[src/rtl/core/ttfp_pkg.sv]
`timescale 1ns / 1ps
`default_nettype none
package ttfp_pkg;
  localparam int MaxCoresDefault = 1024;
  localparam int PrefixBytes  = 24;
  localparam int BlkHdrBytes  = 8;
  localparam int RecordBytes  = 28;
  localparam int TrailerBytes = 12;

  typedef enum logic [1:0] {
    KIND_BURST = 2'd0, KIND_FRAME = 2'd1, KIND_STREAM = 2'd2, KIND_ERROR = 2'd3
  } kind_t;

  typedef enum logic [3:0] {
    ERR_TILE_SEQ = 4'd0, ERR_BLK_COUNT = 4'd1, ERR_MAC = 4'd2, ERR_SHORT = 4'd3,
    ERR_CORE_RANGE = 4'd4, ERR_CORE_ORDER = 4'd5, ERR_BURST_CNT = 4'd6,
    ERR_TICK_NEG = 4'd7, ERR_TICK_ORDER = 4'd8, ERR_EMPTY_RUN = 4'd9,
    ERR_LEN = 4'd10, ERR_TAIL = 4'd11, ERR_MAGIC = 4'd12, ERR_TOTAL = 4'd13,
    ERR_TRUNC = 4'd14
  } err_t;

  typedef enum logic [3:0] {
    PH_PREFIX = 4'b0001, PH_BLOCK = 4'b0010, PH_RECORD = 4'b0100, PH_TRAILER = 4'b1000
  } phase_t;

  localparam int CfgTileCount = 0;
  localparam int CfgCoreCount = 1;
  localparam int CfgMagic     = 2;

  // tdata width of one result: 2+4+31+10+63+32*5+63+63 = 396 bits -> 400
  localparam int ResBits  = 396;
  localparam int OutBytes = 400;

  typedef struct packed {
    logic [62:0] tail;
    logic [62:0] mac;
    logic [31:0] run_length;
    logic [31:0] run_first;
    logic [31:0] in_channel;
    logic [31:0] kernel_col;
    logic [31:0] kernel_row;
    logic [62:0] burst_tick;
    logic [9:0]  core;
    logic [30:0] tile;
    err_t        err;
    kind_t       kind;
  } result_t;

  // one finished structure: phase, stream end flag and four 64-bit fields
  typedef struct packed {
    logic        valid;
    phase_t      phase;
    logic        stream_end;
    logic [63:0] f0;
    logic [63:0] f1;
    logic [63:0] f2;
    logic [63:0] f3;
  } frag_t;
endpackage
`default_nettype wire

[src/rtl/core/ttfp_out_fifo.sv]
`timescale 1ns / 1ps
`default_nettype none
module ttfp_out_fifo import ttfp_pkg::*; (
  input  wire logic    clk,
  input  wire logic    rst_n,
  input  wire logic    push_a,
  input  wire result_t data_a,
  input  wire logic    push_b,
  input  wire result_t data_b,
  output logic         almost_full,
  output logic         out_valid,
  input  wire logic    out_ready,
  output result_t      out_data
);
  // four entries; two may enter per cycle
  result_t     mem_r [4];
  logic [1:0]  rd_r, wr_r;
  logic [2:0]  cnt_r;
  logic        pop;
  logic [1:0]  npush;

  assign pop         = out_valid && out_ready;
  assign out_valid   = cnt_r != 3'd0;
  assign out_data    = mem_r[rd_r];
  assign npush       = {1'b0, push_a} + {1'b0, push_b};
  // stall input when fewer than two entries are free
  assign almost_full = cnt_r > 3'd2;

  always_ff @(posedge clk) begin
    if (!rst_n) begin
      rd_r <= '0; wr_r <= '0; cnt_r <= '0;
    end else begin
      if (pop) rd_r <= rd_r + 2'd1;
      wr_r  <= wr_r + npush;
      cnt_r <= cnt_r + {1'b0, npush} - {2'b0, pop};
    end
  end

  always_ff @(posedge clk) begin
    if (push_a) mem_r[wr_r] <= data_a;
    if (push_b) mem_r[push_a ? wr_r + 2'd1 : wr_r] <= data_b;
  end

  assert property (@(posedge clk) disable iff (!rst_n) cnt_r <= 3'd4)
    else $error("result queue overflow");
  assert property (@(posedge clk) disable iff (!rst_n) push_b |-> push_a)
    else $error("second result without first");
  assert property (@(posedge clk) disable iff (!rst_n)
    (cnt_r == 3'd0 && npush == 2'd0) |=> !out_valid)
    else $error("spurious result");
endmodule
`default_nettype wire

[config.mk]
export PLATFORM = sky130hd
export DESIGN_NAME = ttfp_out_fifo
export DESIGN_NICKNAME = d
export VERILOG_FILES = /design/src/rtl/core/ttfp_pkg.sv /design/src/rtl/core/ttfp_out_fifo.sv
export SDC_FILE = /design/constraint.sdc
export NUM_CORES = 2
export LEC_CHECK = 0
export BUFFER_PORTS_ARGS = -buffer_cell sky130_fd_sc_hd__buf_2
export CAP_MARGIN = 20
export CORE_AREA = 2 2 461 463
export CTS_BUF_LIST = sky130_fd_sc_hd__clkbuf_8
export DETAILED_ROUTE_END_ITERATION = 8
export DIE_AREA = 0 0 463 465
export PLACE_DENSITY = 0.55
export SETUP_SLACK_MARGIN = 0.05
export SYNTH_ARGS = -nofsm -noshare
export SYNTH_HDL_FRONTEND = slang
export SYNTH_SLANG_ARGS = --single-unit
[constraint.sdc]
create_clock -name clk -period 17.5 [get_ports clk]
set_input_delay 4.375 -clock clk [delete_from_list [all_inputs] [get_ports clk]]
set_output_delay 4.375 -clock clk [all_outputs]
set_load 0.02 [all_outputs]
* After elaboration in Yosys (flattened, before gate mapping)
Memory sizes are Yosys's and may differ from the RTL's. A register that Yosys moved wholly into a read port is not among the register bits.
Cells that the tools add are included.
** Storage, ports and cells
- Register bits after elaboration :: 7
- RAM bits :: 1584
- Bits of input ports :: 797
- Memories kept :: 1
** Memory list
- mem_r :: depth 4, bits a word 396, read ports 1, clocked after memory_dff 1, write ports 2, RTL line ttfp_out_fifo.sv:16 : result_t mem_r [4];
** Operators by class
- Add/sub/neg operators :: 6
- Magnitude comparators :: 1
- Muxes and demuxes :: 7
- Reduce and logical (&&, ||, !) cells :: 2
** Operators by type and width (number)
- 2-bit 2-to-1 mux :: 3
- 2-bit by 1-bit adder with 2-bit output, second input constant :: 2
- 1-bit 2-to-1 mux :: 4
- 3-bit by 2-bit adder with 3-bit output :: 1
- 3-bit by 2-bit > comparator with 1-bit output, second input constant :: 1
- 3-bit nonzero test :: 1
- 3-bit by 1-bit subtractor with 3-bit output :: 1
- 1-bit by 1-bit adder with 2-bit output :: 1
- 2-bit adder :: 1
- 1-bit logical AND :: 1

* Logic depth before layout (Yosys ltp)
- Depth in word-level cells :: 4
- Gate-level depth with buffers :: 10

* Worst setup path before layout
Ideal clock, no wire load.
- Path type :: input -> register
- Start point :: input push_a
- End point :: memory mem_r[0][0] (netlist bit) (enable)
- Setup time :: 0.760 ns
- Arrival time :: 13.181 ns
- Required time :: 16.740 ns
- Slack :: 3.559 ns
- Stages on the path :: 6
- Buffers on the path :: 3
- Path through :: or2_1 o22ai_1 buf_4 buf_6 buf_6 a21o_1
** RTL lines
- start, declared :: RTL line ttfp_out_fifo.sv:6 : input wire logic push_a,
- end, declared :: RTL line ttfp_out_fifo.sv:16

==> metrics.md <==
| Metric | Value |
|---|---|
| Status | finished clean |
| Post-synth net total | 4695 |
| TritonRoute pass-1 iters | 7 |
| CTS tree | yes |
| Max cap viols | 0 |
| CP max stage delay | 0.97 ns |
| Post-Synth Adder-Cell Area | 0.173% |
| Worst Setup Start Kind | register |
| Hold Crit Start | rd_r[0]$_SDFFE_PN0P_ |
| Ys Warns | 0 |
| Total number of clock tree sinks | 1593 |
| Routed len/inst | 28.8 µm |
| CP most frequent cell | buf_4 |
| Synth Area in Compound Gates | 0.104% |
| Clock root cell | clkbuf_8 |
| Seq cells post-synth | 1593 |
| Crit Path Class | register to primary output |
| Largest net degree at the start of global routing | 120 |
| Final hold vios | 0 |
| Largest family of logic cells by synthesized area | multiplexers |
| Hold Crit Class | register to register |
| RSZ-0062 raised after global routing | no |
| Reg-to-Reg Start | wr_r[0]$_SDFF_PN0_ |
| IO Count | 1195 |
| CP endpoint kind | primary output |
| Chip Width | 463 µm |
| Final core occ | 42.9% |
| Library cells used by synthesis | 27 |
| Worst skew pair latency | 1.02 ns |
| Syn_area_per_cell | 19.8 µm² |
| Final setup viols | 0 |
| Longest Clk Path Bufs | 4 |
| Setup TNS | 0 ns |
| Routed Antenna Nets | 0 |
| Cells after Synth | 3888 |
| DRT iter0 DRCs | 2636 |
| VDD IR max | 106 µV |
| # H-tree levels | 5 |
| Row cnt | 169 |
| GRT overflow | 0 |
| Most frequent cells in the layout | edfxtp_1, buf_2, mux2_2 |
| Final Max Tran Viols | 0 |
| Data required time of the worst path | 13.12 ns |
| Slew HR | 24.9% |
| R2R Path End | mem_r[0][178]$_DFFE_PP_ |
| XOR/XNOR share of the synthesized area | 0.0684% |
| Most common cell after layout, fill and taps aside | edfxtp_1 |
| DP Area | 0.0851 mm² |
| Hold Buf Count CTS | 0 |
| Die area | 0.215 mm² |
| Tcrit/Tclk final | 54.9% |
| PortBufs | 1194 |
| Num CTS Buffers | 306 |
| First-pass GRT wire length | 339000 µm |
| Pwr/cell area | 134 mW/mm² |
| Gpl congestion | 0.821 |
| Tightest Pin Transition | 1.13 ns |
| Critical path, cell by cell | buf_12 > buf_4 > buf_4 > mux4_2 > buf_2 |
| DIE HEIGHT | 465 µm |
| Vias after detailed routing | 43700 |
| Post-CTS setup buffers | 0 |
| Initial antenna violation count | 217 |
| Vias per cell | 5.27 |
| Core area | 0.211 mm² |
| Vias in the first global route | 45800 |
| Post-route cell area | 0.0905 mm² |
| Starting Density | 36.4% |
| Crit Path Max Fanout | 82 |
| Yosys top cell area share | 61.9% |
| WHS Path Cells | 2 |
| R2R depth | 9 |
| HPWL after DPL | 156000 µm |
| Yosys top cell by area | edfxtp_1 |
| Mux share of post-synthesis cell area | 34.8% |
| Post_cts resized | 0 |
| Largest cells by area after synthesis | edfxtp_1, mux2_2, mux4_2 |
| Clk slew on worst S/H paths | 0.05 ns |
| Post-Synth Simple-Gate Area | 0.129% |
| Nets@finish | 5996 |
| Post-route DRC violation count | 0 |
| Register area share after synthesis | 62.1% |
| R2r setup slk | 12.23 ns |
| Share of cells above drive strength 1 | 57.4% |
| Gr usage total | 21.6% |
| Layout area overhead | 17.8% |
| Clock skew | 0.0550 ns |
| Leak | 0.0312 µW |
| Final min period | 9.61 ns |
| Slowest cell on crit path | dfxtp_4 |
| CP arrival | 5.24 ns |
| Cell Area, Synth | 0.0768 mm² |
| Fmax | 104 MHz |
| Overall routed net length | 239000 µm |
==> worst max-delay path: cells and delay by family, from the launching register on <==
kind	cells	cell delay (ns)
DFF	1	0.97
buffers and inverters	4	2.41
muxes	1	0.60
==> cell type report <==
type / count / area, µm²
antenna: 88 / 220
clock buffer: 309 / 4250
clock inverter: 190 / 895
fill: 19000 / 120000
inverter: 7 / 26.3
multi-input combinational: 2024 / 27200
sequential: 1593 / 47800
tap: 2821 / 3530
timing repair buffer: 1257 / 6620
==> registers in the layout, summed over array words and instances, names as in the netlist, named ones only <==
name and count:
cnt_r 3, mem_r 1584, rd_r 2, wr_r 2
==> layer usage <==
metal | part of all wire [%] | GRT usage, % | vias up | wire [µm]
li1 | - | - | 18900 | -
met1 | 38 | 25.4 | 22500 | 89900
met2 | 49 | 35.3 | 1587 | 117000
met3 | 9.7 | 8.90 | 612 | 23200
met4 | 3.4 | 8.36 | 100 | 8010
met5 | 0.27 | 0 | - | 650
==> worst max path at each step <==
stage / start / slack [ns] / endpoint / cells after the start
global route: register / 7.32 / out_data[81] / 5
CTS: register / 7.52 / out_data[84] / 5
detailed placement: push_a / 8.35 / mem_r[0][250]$_DFFE_PP_ / 8
finish: register / 7.89 / out_data[85] / 5
global placement: push_a / 8.44 / mem_r[0][189]$_DFFE_PP_ / 8
floorplan: push_a / 3.56 / mem_r[0][0]$_DFFE_PP_ / 6
==> Yosys cell counts, drive strengths merged <==
cell type  count
edfxtp      1584
or3            1
or2            1
nand2b         4
and2           5
xnor2          5
fa             1
nor2b          3
clkbuf        25
inv            7
a21o           5
o311ai         1
mux4         396
buf          239
mux2        1584
xor2           1
o22ai          4
dfxtp          9
o31a           1
ha             9
nand2          3
==> where the power goes <==
group	internal (µW)	switching (µW)
clock	1680	1590
combinational	1490	2300
sequential	4920	154
==> logic make-up (layout without fill, tap and decap cells) <==
family,after synthesis,after routing
muxes,1980,1980
DFF,1593,1593
buffers and inverters,271,1763
and+or+nand+nor,17,17
AOI/OAI and AO/OA,11,11
adders and majority gates,10,10
xor gates and xnor gates,6,6
other,0,88
==> metrics by stage <==
stage	hold WS [ns]	setup WS [ns]	power (µW)	instances
finish	0.564	7.89	12100	8289
global route	0.602	7.32	12700	8247
CTS	0.569	7.52	12300	8201
detailed placement	0.558	8.35	9020	7702
global placement	0.550	8.44	9000	7702
floorplan	0.520	3.56	7760	3888
Note: power is estimated with default switching activity, not from simulation.
