--- src/rtl/core/ttfp_pkg.sv ---
`timescale 1ns / 1ps
`default_nettype none
package ttfp_pkg;
  localparam int MaxCoresDefault = 1024;
  localparam int PrefixBytes  = 24;
  localparam int BlkHdrBytes  = 8;
  localparam int RecordBytes  = 28;
  localparam int TrailerBytes = 12;

  typedef enum logic [1:0] {
    KIND_BURST = 2'd0, KIND_FRAME = 2'd1, KIND_STREAM = 2'd2, KIND_ERROR = 2'd3
  } kind_t;

  typedef enum logic [3:0] {
    ERR_TILE_SEQ = 4'd0, ERR_BLK_COUNT = 4'd1, ERR_MAC = 4'd2, ERR_SHORT = 4'd3,
    ERR_CORE_RANGE = 4'd4, ERR_CORE_ORDER = 4'd5, ERR_BURST_CNT = 4'd6,
    ERR_TICK_NEG = 4'd7, ERR_TICK_ORDER = 4'd8, ERR_EMPTY_RUN = 4'd9,
    ERR_LEN = 4'd10, ERR_TAIL = 4'd11, ERR_MAGIC = 4'd12, ERR_TOTAL = 4'd13,
    ERR_TRUNC = 4'd14
  } err_t;

  typedef enum logic [3:0] {
    PH_PREFIX = 4'b0001, PH_BLOCK = 4'b0010, PH_RECORD = 4'b0100, PH_TRAILER = 4'b1000
  } phase_t;

  localparam int CfgTileCount = 0;
  localparam int CfgCoreCount = 1;
  localparam int CfgMagic     = 2;

  // tdata width of one result: 2+4+31+10+63+32*5+63+63 = 396 bits -> 400
  localparam int ResBits  = 396;
  localparam int OutBytes = 400;

  typedef struct packed {
    logic [62:0] tail;
    logic [62:0] mac;
    logic [31:0] run_length;
    logic [31:0] run_first;
    logic [31:0] in_channel;
    logic [31:0] kernel_col;
    logic [31:0] kernel_row;
    logic [62:0] burst_tick;
    logic [9:0]  core;
    logic [30:0] tile;
    err_t        err;
    kind_t       kind;
  } result_t;

  // one finished structure: phase, stream end flag and four 64-bit fields
  typedef struct packed {
    logic        valid;
    phase_t      phase;
    logic        stream_end;
    logic [63:0] f0;
    logic [63:0] f1;
    logic [63:0] f2;
    logic [63:0] f3;
  } frag_t;
endpackage
`default_nettype wire

--- src/rtl/core/ttfp_check.sv ---
`timescale 1ns / 1ps
`default_nettype none
module ttfp_check import ttfp_pkg::*; #(
  parameter int MAX_CORES = MaxCoresDefault
) (
  input  wire logic        clk,
  input  wire logic        rst_n,
  input  wire logic [7:0]  data_byte,
  input  wire logic        stream_end,
  input  wire logic        in_fire,
  input  wire logic [30:0] tile_count,
  input  wire logic [10:0] core_count,
  input  wire logic [31:0] trailer_magic,
  output logic             running,
  output logic             push_a,
  output result_t          res_a,
  output logic             push_b,
  output result_t          res_b
);
  phase_t      phase_r, phase_nxt;
  logic [4:0]  off_r;
  logic [63:0] fld_r [4];
  logic [30:0] tiles_r, tiles_nxt;
  logic [10:0] blocks_r, blocks_nxt;
  logic [30:0] bursts_r, bursts_nxt;
  logic [63:0] pay_r, pay_nxt;
  logic signed [11:0] lcore_r, lcore_nxt;
  logic signed [63:0] ltick_r, ltick_nxt;
  logic [62:0] big_r, big_nxt;
  logic [62:0] mac_r, mac_nxt;
  logic [63:0] total_r, total_nxt;
  logic        run_r, run_nxt;

  phase_t      ph;
  logic [63:0] w [4];
  logic [4:0]  len;
  logic        done;
  logic [31:0] effc;
  logic        fail;
  err_t        fcode;
  logic        emit_burst, emit_frame, emit_stream;
  logic [62:0] tail;
  logic signed [31:0] rs, re, bcore, bn;
  logic [31:0] nblk;
  logic [63:0] tick;
  logic [4:0]  off_nxt;

  assign effc    = (32'(core_count) > 32'(MAX_CORES)) ? 32'(MAX_CORES) : 32'(core_count);
  assign running = run_r;

  always_comb begin
    ph = phase_r;
    if (off_r == 5'd0 && phase_r == PH_PREFIX && tiles_r >= tile_count) ph = PH_TRAILER;
    for (int i = 0; i < 4; i++) w[i] = (off_r == 5'd0) ? 64'd0 : fld_r[i];
    w[off_r[4:3]][off_r[2:0]*8 +: 8] = data_byte;
    unique case (ph)
      PH_PREFIX:  len = 5'(PrefixBytes);
      PH_BLOCK:   len = 5'(BlkHdrBytes);
      PH_RECORD:  len = 5'(RecordBytes);
      PH_TRAILER: len = 5'(TrailerBytes);
      default:    len = 5'(TrailerBytes);
    endcase
    done    = (off_r + 5'd1) >= len;
    off_nxt = done ? 5'd0 : off_r + 5'd1;

    phase_nxt = ph; tiles_nxt = tiles_r; blocks_nxt = blocks_r; bursts_nxt = bursts_r;
    pay_nxt = pay_r; lcore_nxt = lcore_r; ltick_nxt = ltick_r; big_nxt = big_r;
    mac_nxt = mac_r; total_nxt = total_r; run_nxt = run_r;
    fail = 1'b0; fcode = ERR_TRUNC;
    emit_burst = 1'b0; emit_frame = 1'b0; emit_stream = 1'b0;
    tail = '0;
    nblk = w[0][63:32]; tick = w[0];
    bcore = w[0][31:0]; bn = w[0][63:32];
    rs = w[2][63:32]; re = w[3][31:0];

    if (done) begin
      unique case (ph)
        PH_PREFIX: begin
          if (w[0][31:0] != {1'b0, tiles_r}) begin fail = 1'b1; fcode = ERR_TILE_SEQ; end
          else if (nblk[31] || nblk > effc) begin fail = 1'b1; fcode = ERR_BLK_COUNT; end
          else if (w[1][63] || w[1] == 64'd0) begin fail = 1'b1; fcode = ERR_MAC; end
          else begin
            mac_nxt = w[1][62:0]; big_nxt = '0; lcore_nxt = -12'sd1;
            blocks_nxt = nblk[10:0];
            if (nblk == 32'd0) begin
              if (w[2] != 64'd0) begin fail = 1'b1; fcode = ERR_LEN; end
              else begin
                emit_frame = 1'b1; tail = w[1][62:0];
                tiles_nxt = tiles_r + 31'd1; phase_nxt = PH_PREFIX;
              end
            end else if (w[2] < 64'(BlkHdrBytes)) begin fail = 1'b1; fcode = ERR_SHORT; end
            else begin pay_nxt = w[2] - 64'(BlkHdrBytes); phase_nxt = PH_BLOCK; end
          end
        end
        PH_BLOCK: begin
          if (bcore < 0 || 33'(bcore) >= 33'(effc)) begin fail = 1'b1; fcode = ERR_CORE_RANGE; end
          else if (12'(bcore) <= lcore_r) begin fail = 1'b1; fcode = ERR_CORE_ORDER; end
          else if (bn < 1) begin fail = 1'b1; fcode = ERR_BURST_CNT; end
          else if (pay_r < 64'(RecordBytes)) begin fail = 1'b1; fcode = ERR_SHORT; end
          else begin
            lcore_nxt = 12'(bcore); bursts_nxt = bn[30:0]; ltick_nxt = -64'sd1;
            pay_nxt = pay_r - 64'(RecordBytes); phase_nxt = PH_RECORD;
          end
        end
        PH_RECORD: begin
          if (tick[63]) begin fail = 1'b1; fcode = ERR_TICK_NEG; end
          else if ($signed(tick) <= ltick_r) begin fail = 1'b1; fcode = ERR_TICK_ORDER; end
          else if (re <= rs) begin fail = 1'b1; fcode = ERR_EMPTY_RUN; end
          else begin
            emit_burst = 1'b1;
            ltick_nxt = $signed(tick);
            if (tick[62:0] > big_r) big_nxt = tick[62:0];
            total_nxt = total_r + 64'd1;
            bursts_nxt = bursts_r - 31'd1;
            if (bursts_r != 31'd1) begin
              if (pay_r < 64'(RecordBytes)) begin fail = 1'b1; fcode = ERR_SHORT; end
              else begin pay_nxt = pay_r - 64'(RecordBytes); phase_nxt = PH_RECORD; end
            end else begin
              blocks_nxt = blocks_r - 11'd1;
              if (blocks_r != 11'd1) begin
                if (pay_r < 64'(BlkHdrBytes)) begin fail = 1'b1; fcode = ERR_SHORT; end
                else begin pay_nxt = pay_r - 64'(BlkHdrBytes); phase_nxt = PH_BLOCK; end
              end else if (pay_r != 64'd0) begin fail = 1'b1; fcode = ERR_LEN; end
              else if (mac_r <= big_nxt) begin fail = 1'b1; fcode = ERR_TAIL; end
              else begin
                emit_frame = 1'b1; tail = mac_r - big_nxt;
                tiles_nxt = tiles_r + 31'd1; phase_nxt = PH_PREFIX;
              end
            end
          end
        end
        PH_TRAILER: begin
          if (w[0][31:0] != trailer_magic) begin fail = 1'b1; fcode = ERR_MAGIC; end
          else if ({w[1][31:0], w[0][63:32]} != total_r) begin fail = 1'b1; fcode = ERR_TOTAL; end
          else emit_stream = 1'b1;
        end
        default: ;
      endcase
    end
    if (!fail && !emit_stream && stream_end) begin fail = 1'b1; fcode = ERR_TRUNC; end
    if (fail || emit_stream) run_nxt = 1'b0;
  end

  // first result of a step: burst or frame/stream/error; second: frame after burst, or error
  always_comb begin
    res_a = '0; res_b = '0;
    res_a.tile = tiles_r; res_b.tile = tiles_r;
    if (emit_burst) begin
      res_a.kind = KIND_BURST; res_a.core = lcore_r[9:0]; res_a.burst_tick = tick[62:0];
      res_a.kernel_row = w[1][31:0]; res_a.kernel_col = w[1][63:32];
      res_a.in_channel = w[2][31:0]; res_a.run_first = w[2][63:32];
      res_a.run_length = 32'(re - rs);
      if (emit_frame) begin
        res_b.kind = KIND_FRAME; res_b.mac = mac_r; res_b.tail = tail;
      end else begin
        res_b.kind = KIND_ERROR; res_b.err = fcode;
      end
      push_b = in_fire && run_r && (emit_frame || fail);
    end else begin
      push_b = 1'b0;
      if (emit_frame) begin
        res_a.kind = KIND_FRAME; res_a.mac = (ph == PH_PREFIX) ? w[1][62:0] : mac_r;
        res_a.tail = tail;
        // an error after a frame done belongs to the next tile
        res_b.kind = KIND_ERROR; res_b.err = fcode; res_b.tile = tiles_r + 31'd1;
        push_b = in_fire && run_r && fail;
      end else if (emit_stream) begin
        res_a.kind = KIND_STREAM;
      end else begin
        res_a.kind = KIND_ERROR; res_a.err = fcode;
      end
    end
    push_a = in_fire && run_r && (emit_burst || emit_frame || emit_stream || fail);
  end

  always_ff @(posedge clk) begin
    if (!rst_n) begin
      phase_r <= PH_PREFIX; off_r <= '0; tiles_r <= '0; blocks_r <= '0; bursts_r <= '0;
      pay_r <= '0; lcore_r <= -12'sd1; ltick_r <= -64'sd1; big_r <= '0; mac_r <= '0;
      total_r <= '0; run_r <= 1'b1;
    end else if (in_fire && run_r) begin
      phase_r <= phase_nxt; off_r <= off_nxt; tiles_r <= tiles_nxt;
      blocks_r <= blocks_nxt; bursts_r <= bursts_nxt; pay_r <= pay_nxt; lcore_r <= lcore_nxt;
      ltick_r <= ltick_nxt; big_r <= big_nxt; mac_r <= mac_nxt; total_r <= total_nxt;
      run_r <= run_nxt;
    end
  end

  always_ff @(posedge clk) begin
    if (in_fire && run_r) for (int i = 0; i < 4; i++) fld_r[i] <= w[i];
  end

  assert property (@(posedge clk) disable iff (!rst_n) push_b |-> push_a)
    else $error("second result without first");
  assert property (@(posedge clk) disable iff (!rst_n) !run_r |=> !run_r)
    else $error("halt not sticky");
  assert property (@(posedge clk) disable iff (!rst_n) off_r < 5'(RecordBytes))
    else $error("byte offset out of range");
endmodule
`default_nettype wire

--- config.mk ---
export PLATFORM = sky130hd
export DESIGN_NAME = ttfp_check
export DESIGN_NICKNAME = d
export VERILOG_FILES = /design/src/rtl/core/ttfp_pkg.sv /design/src/rtl/core/ttfp_check.sv
export SDC_FILE = /design/constraint.sdc
export NUM_CORES = 2
export LEC_CHECK = 0
export BUFFER_PORTS_ARGS = -buffer_cell sky130_fd_sc_hd__buf_2
export CORE_AREA = 4 4 341 343
export CTS_BUF_LIST = sky130_fd_sc_hd__clkbuf_8
export CTS_CLUSTER_DIAMETER = 80
export CTS_CLUSTER_SIZE = 30
export DETAILED_ROUTE_END_ITERATION = 7
export DIE_AREA = 0 0 345 347
export GPL_TIMING_DRIVEN = 1
export MAX_ROUTING_LAYER = met4
export PLACE_DENSITY_LB_ADDON = 0.2
export SYNTH_ARGS = -nofsm -noshare
export SYNTH_HDL_FRONTEND = slang
export SYNTH_SLANG_ARGS = --single-unit
--- constraint.sdc ---
create_clock -name clk -period 19.6 [get_ports clk]
set_input_delay 4.9 -clock clk [delete_from_list [all_inputs] [get_ports clk]]
set_output_delay 4.9 -clock clk [all_outputs]
set_load 0.1 [all_outputs]
## After elaboration in Yosys (flattened, before gate mapping)

Memories as Yosys holds them, arrays and structs flattened.
Index checks and enable logic that the tools add are counted.

| operators by class | value |
|---|---|
| add/sub/neg operators | 11 |
| div/mod/pow operators | 0 |
| multiply operators | 0 |
| bitwise operators | 7 |
| equality and inequality tests | 30 |
| reductions and logical operators | 37 |
| $lt $le $gt $ge | 17 |
| multiplexer cells | 209 |
| shifts and indexed selects | 2 |

Operators by type and width:

| kind | count |
|---|---|
| $mux W64 | 27 |
| $mux W63 | 26 |
| $mux W31 | 20 |
| $mux W126 | 4 |
| $bwmux W256 | 1 |
| $pmux W63 S2 | 2 |
| $mux W233 | 1 |
| $pmux W64 S3 | 1 |
| $mux W4 | 41 |
| $demux W64 S2 | 1 |
| $lt A64 B4 Y1 const B | 2 |
| $pmux W64 S2 | 1 |
| $reduce_bool A64 Y1 | 2 |
| $sub A64 B4 Y64 const B | 2 |
| $pmux W31 S2 | 2 |
| $mux W11 | 8 |
| $mux W12 | 7 |
| $add A64 B1 Y64 const B | 1 |
| $le A64 B64 Y1 | 1 |
| $logic_not A64 Y1 | 1 |
| $lt A64 B5 Y1 const B | 1 |
| $ne A64 B64 Y1 | 1 |
| $shift A8 B34 Y64 const A | 1 |
| $shiftx A8 B34 Y64 | 1 |
| 59 further kinds | 158 |

| word-level totals | value |
|---|---|
| output and inout bits | 795 |
| ROM bits | 0 |
| bits in writable memories | 256 |
| word-level logic and storage cells | 326 |
| flip-flop bits (word level) | 413 |
| memories kept | 1 |
| input port bits | 86 |
| latch bits | 0 |

Memory list:

| name | words | width | read ports | clocked after memory_dff | wr ports | RTL line | source |
|---|---|---|---|---|---|---|---|
| fld_r | 4 | 64 | 4 | 0 | 4 | ttfp_check.sv:22 | `logic [63:0] fld_r [4];` |

## Longest topological paths before layout

| depth | value |
|---|---|
| word-level depth | 30 |
| depth in mapped cells | 43 |
| depth with buffers taken out | 31 |

## Worst setup path before layout

Ideal clock, no wire load.

| timing | value |
|---|---|
| path type | in2out |
| start | in data_byte[2] |
| end | out push_a |
| path slack | 561 ps |
| arrival time | 14139 ps |
| stages | 33 |
| cell sequence | clkbuf_1 clkbuf_1 nand4b_1 or3_1 and2_1 inv_1 ha_1 nand4_1 nor2_1 and3_1 nand3_1 nor4_1 nand3_1 a22o_1 a21oi_1 clkbuf_1 buf_1 mux2i_1 ha_1 clkbuf_1 o21a_1 o21ai_0 a211oi_1 nand3_1 o21a_1 o32a_1 a2111oi_0 inv_1 nor2_1 clkbuf_1 o21ai_0 ha_1 a31oi_1 |

RTL lines:

| element | RTL line | source |
|---|---|---|
| start, declared | ttfp_check.sv:8 | `input wire logic [7:0] data_byte,` |
| end, declared | ttfp_check.sv:15 | `output logic push_a,` |

==> Implementation_results.wiki <==
{| class="wikitable"
! Metric !! Value
|-
| Count of flip-flops with a built-in enable after synthesis || 224
|-
| Launch point of the critical path || data_byte[1]
|-
| Largest area contributor in the netlist || sky130_fd_sc_hd__dfxtp_1
|-
| Number of global-route vias before repair || 50.7k
|-
| Number of standard-cell rows in the floorplan || 124
|-
| Area overhead of the layout relative to synthesis || 11.1%
|-
| FF-to-FF path depth || 32
|-
| Via density per instance || 6.40
|-
| Number of standard cells in the final layout excluding fillers || 8795
|-
| Final setup margin || 0.632 ns
|-
| Max-slew violation count || 0
|-
| Share of post-route cells with drive strength above 1 || 14.7%
|-
| Maximum Capacitance Violations || 0
|-
| Most frequent cells in the layout || sky130_fd_sc_hd__nor2_1, sky130_fd_sc_hd__buf_2, sky130_fd_sc_hd__nand2_1, sky130_fd_sc_hd__inv_1, sky130_fd_sc_hd__dfxtp_1
|-
| Minimum setup slack among reg-to-reg paths || 7.83 ns
|-
| Total number of clock tree sinks || 637
|-
| Kind of cell with the highest combined delay on the critical path || simple AND/OR/NAND/NOR gates
|-
| Setup Slack @ Placement || 1.08 ns
|-
| Starting utilization of the core area || 45.7%
|-
| Largest voltage drop on the vdd net || 0.0541 mV
|-
| Overflow after GRT || 0
|-
| Number of warnings issued by yosys || 0
|-
| Cell types occupying the most area after synthesis || sky130_fd_sc_hd__dfxtp_1, sky130_fd_sc_hd__edfxtp_1, sky130_fd_sc_hd__ha_1
|-
| Startpoint of the lowest-slack hold path || blocks_r[1]
|-
| Post-Syn Instances || 6777
|-
| Critical path type || in2out
|-
| Crit path max-delay cell type || sky130_fd_sc_hd__nor4_1
|-
| Per-instance average area after synthesis || 7.67 um^2
|-
| Period utilisation layout || 96.8%
|-
| Post-route ant nets || 0
|-
| Most common library cell in the layout ignoring fill and taps || sky130_fd_sc_hd__nor2_1
|-
| Die Y-Extent || 347 um
|-
| Setup repair after global routing missed its margin || false
|-
| Run status || finished, final reports clean
|-
| Total via count after detailed routing || 56.3k
|-
| Largest stage delay, worst path || 0.78 ns
|-
| Weighted congestion reported at the end of routability-driven placement || 1.06
|-
| Crit start category || primary input
|-
| Netlist area before placement || 0.0520 mm^2
|-
| Global-route wire length before repair || 366 mm
|-
| Initial drt markers || 7422
|-
| I/O pin count || 881
|-
| Final Hold Fails || 0
|-
| Setup TNS || 0 ns
|-
| Flip-flop cell with the highest count after synthesis || sky130_fd_sc_hd__dfxtp_1
|-
| Largest buffer count on any clock path || 3
|-
| Clk_lat worst skew || 0.87 ns
|-
| Final WL || 262 mm
|-
| Power per cell area || 71.1 mW/mm^2
|-
| FFs w/ async S/R, synth || 0%
|-
| Worst min-delay path class || reg2reg
|-
| Worst-margin pin slew || 1.25 ns
|-
| Number of port buffers || 647
|-
| Hold Path Sink || blocks_r[1]
|-
| Worst path buffer plus inverter count || 4
|-
| Post-Route Hold Slack || 0.480 ns
|-
| Type of destination of the critical path || output port
|-
| Clock tree from TritonCTS || yes
|-
| Total clock buffers created by CTS || 45
|-
| Post-CTS Setup Bufs || 0
|-
| Post-layout power || 4.11 mW
|-
| Hold-fix buffers at CTS || 0
|-
| Aggregate global-route resource usage || 42.2%
|-
| Number of filler cells placed in the layout || 11.3k
|-
| Number of nets in the layout || 7626
|-
| Number of search-and-repair iterations in the first detailed-routing pass || 8
|-
| Endpoint of the lowest-slack register-to-register path || phase_r[0]
|-
| Mean routed wirelength per cell || 29.7 um
|-
| CTS Root Cell || sky130_fd_sc_hd__clkbuf_8
|-
| Data arrival time of the worst path || 14.07 ns
|-
| Top-area cell type share of the netlist area || 15.9%
|-
| Placed Instances || 8697
|-
| Number of endpoints failing setup at the final stage || 0
|-
| Synthesized flop and latch total || 637
|-
| Data required time of the critical path || 14.70 ns
|-
| Resize count post-CTS || 0
|-
| Slew margin rel. || 16.2%
|-
| Die area || 0.120 mm^2
|-
| Largest net degree at the start of global routing || 159
|-
| Beginning of the worst register-to-register path || off_r[1]
|-
| Maximum level of the CTS H-tree || 2
|-
| Max frequency || 0.0527 GHz
|-
| Core Region || 0.114 mm^2
|-
| Cells on Worst Hold Path || 2
|-
| Final Skew || 0.111 ns
|-
| Maximum net fanout on the critical path || 63
|-
| Min cycle time layout || 18.97 ns
|-
| Share of the yosys chip area belonging to registers || 28.9%
|-
| Static Leakage || 26.8 nW
|-
| Post-route DRC violation count || 0
|-
| Count of unique library cells instantiated by Yosys || 103
|-
| X dimension of the die || 345 um
|-
| Antenna violations before repair || 16
|-
| Worst-path clk slew || 0.12 ns
|-
| Detailed placer's ending HPWL || 201 mm
|}
## cells by family (layout without fill, tap and decap cells)
| kind of cell | after synthesis | count (layout) | share of synthesized area (%) |
|---|---|---|---|
| and+or+nand+nor | 2603 | 2603 | 24.5 |
| AOI/OAI and AO/OA | 1681 | 1681 | 21.3 |
| buffers and inverters | 1102 | 1361 | 9.95 |
| DFF | 637 | 637 | 28.9 |
| adders and majority gates | 308 | 308 | 7.45 |
| xor gates and xnor gates | 297 | 297 | 5.01 |
| muxes | 148 | 148 | 2.92 |
| other | 1 | 248 | 0.00722 |
## Yosys cell counts (145+ instances only)
cell type,instances
sky130_fd_sc_hd__buf_4,243
sky130_fd_sc_hd__xnor2_1,224
sky130_fd_sc_hd__inv_1,424
sky130_fd_sc_hd__nor2_1,879
sky130_fd_sc_hd__clkbuf_1,350
sky130_fd_sc_hd__nor3_1,152
sky130_fd_sc_hd__and3_1,151
sky130_fd_sc_hd__o21ai_0,319
sky130_fd_sc_hd__o211ai_1,145
sky130_fd_sc_hd__ha_1,306
sky130_fd_sc_hd__a21oi_1,396
sky130_fd_sc_hd__dfxtp_1,413
sky130_fd_sc_hd__nand2_1,543
sky130_fd_sc_hd__nand3_1,225
sky130_fd_sc_hd__edfxtp_1,224
## state kept, by name, indices dropped and copies added, names as in the netlist
name,flops
mac_r,63
fld_r,224
total_r,64
lcore_r,12
blocks_r,11
running,1
tiles_r,31
ltick_r,64
big_r,63
phase_r,4
off_r,5
bursts_r,31
pay_r,64
## final cells by class
cell class | instances | area [um^2] | area share (%)
Multi-Input combinational cell | 5270 | 32900 | 57.0
Inverter | 428 | 1630 | 2.82
Timing Repair Buffer | 850 | 5130 | 8.89
Clock inverter | 36 | 510 | 0.884
Antenna cell | 15 | 37.5 | 0.0650
Clock buffer | 47 | 647 | 1.12
Tap cell | 1512 | 1890 | 3.28
Sequential cell | 637 | 15000 | 26.0
## worst max path at each step
stage | cells after the start | to | slack, ns
after floorplan | 33 | push_a | 0.56
after global placement | 27 | res_b[386] | 1.06
after detailed placement | 29 | res_b[386] | 1.08
after CTS | 29 | res_b[386] | 1.04
after global routing | 29 | res_b[386] | 0.44
final | 29 | res_b[386] | 0.63
## power by group
part	switching [mW]	internal, mW	leakage [nW]
clock	0.619	0.287	0.579
combinational	1.25	0.495	20.7
sequential	0.0252	1.43	5.57
total	1.90	2.21	26.8
## worst register-to-register path: cells and delay by family (launching register included)
family          cells  cell delay [ns]
mux                 1             0.47
simple gates        7             2.93
buf+inv             6             1.88
flops               1             0.57
compound gates     14             4.30
fa+ha+maj           4             1.50
## routing by layer
layer / wire length (um) / track usage (%) / up-vias
met5: 0 / - / -
met4: 19500 / 25.4 / 0
met3: 30300 / 9.52 / 764
met2: 111000 / 62.2 / 3747
met1: 101000 / 52.7 / 26900
li1: - / - / 24800
## stage by stage
stage	cell area, um^2	utilization (%)
floorplan	52800	-
global placement	56500	49.8
detailed placement	56500	49.8
CTS	57700	50.8
global route	57700	50.8
finish	57700	50.8
(Power assumes the default switching activity.)
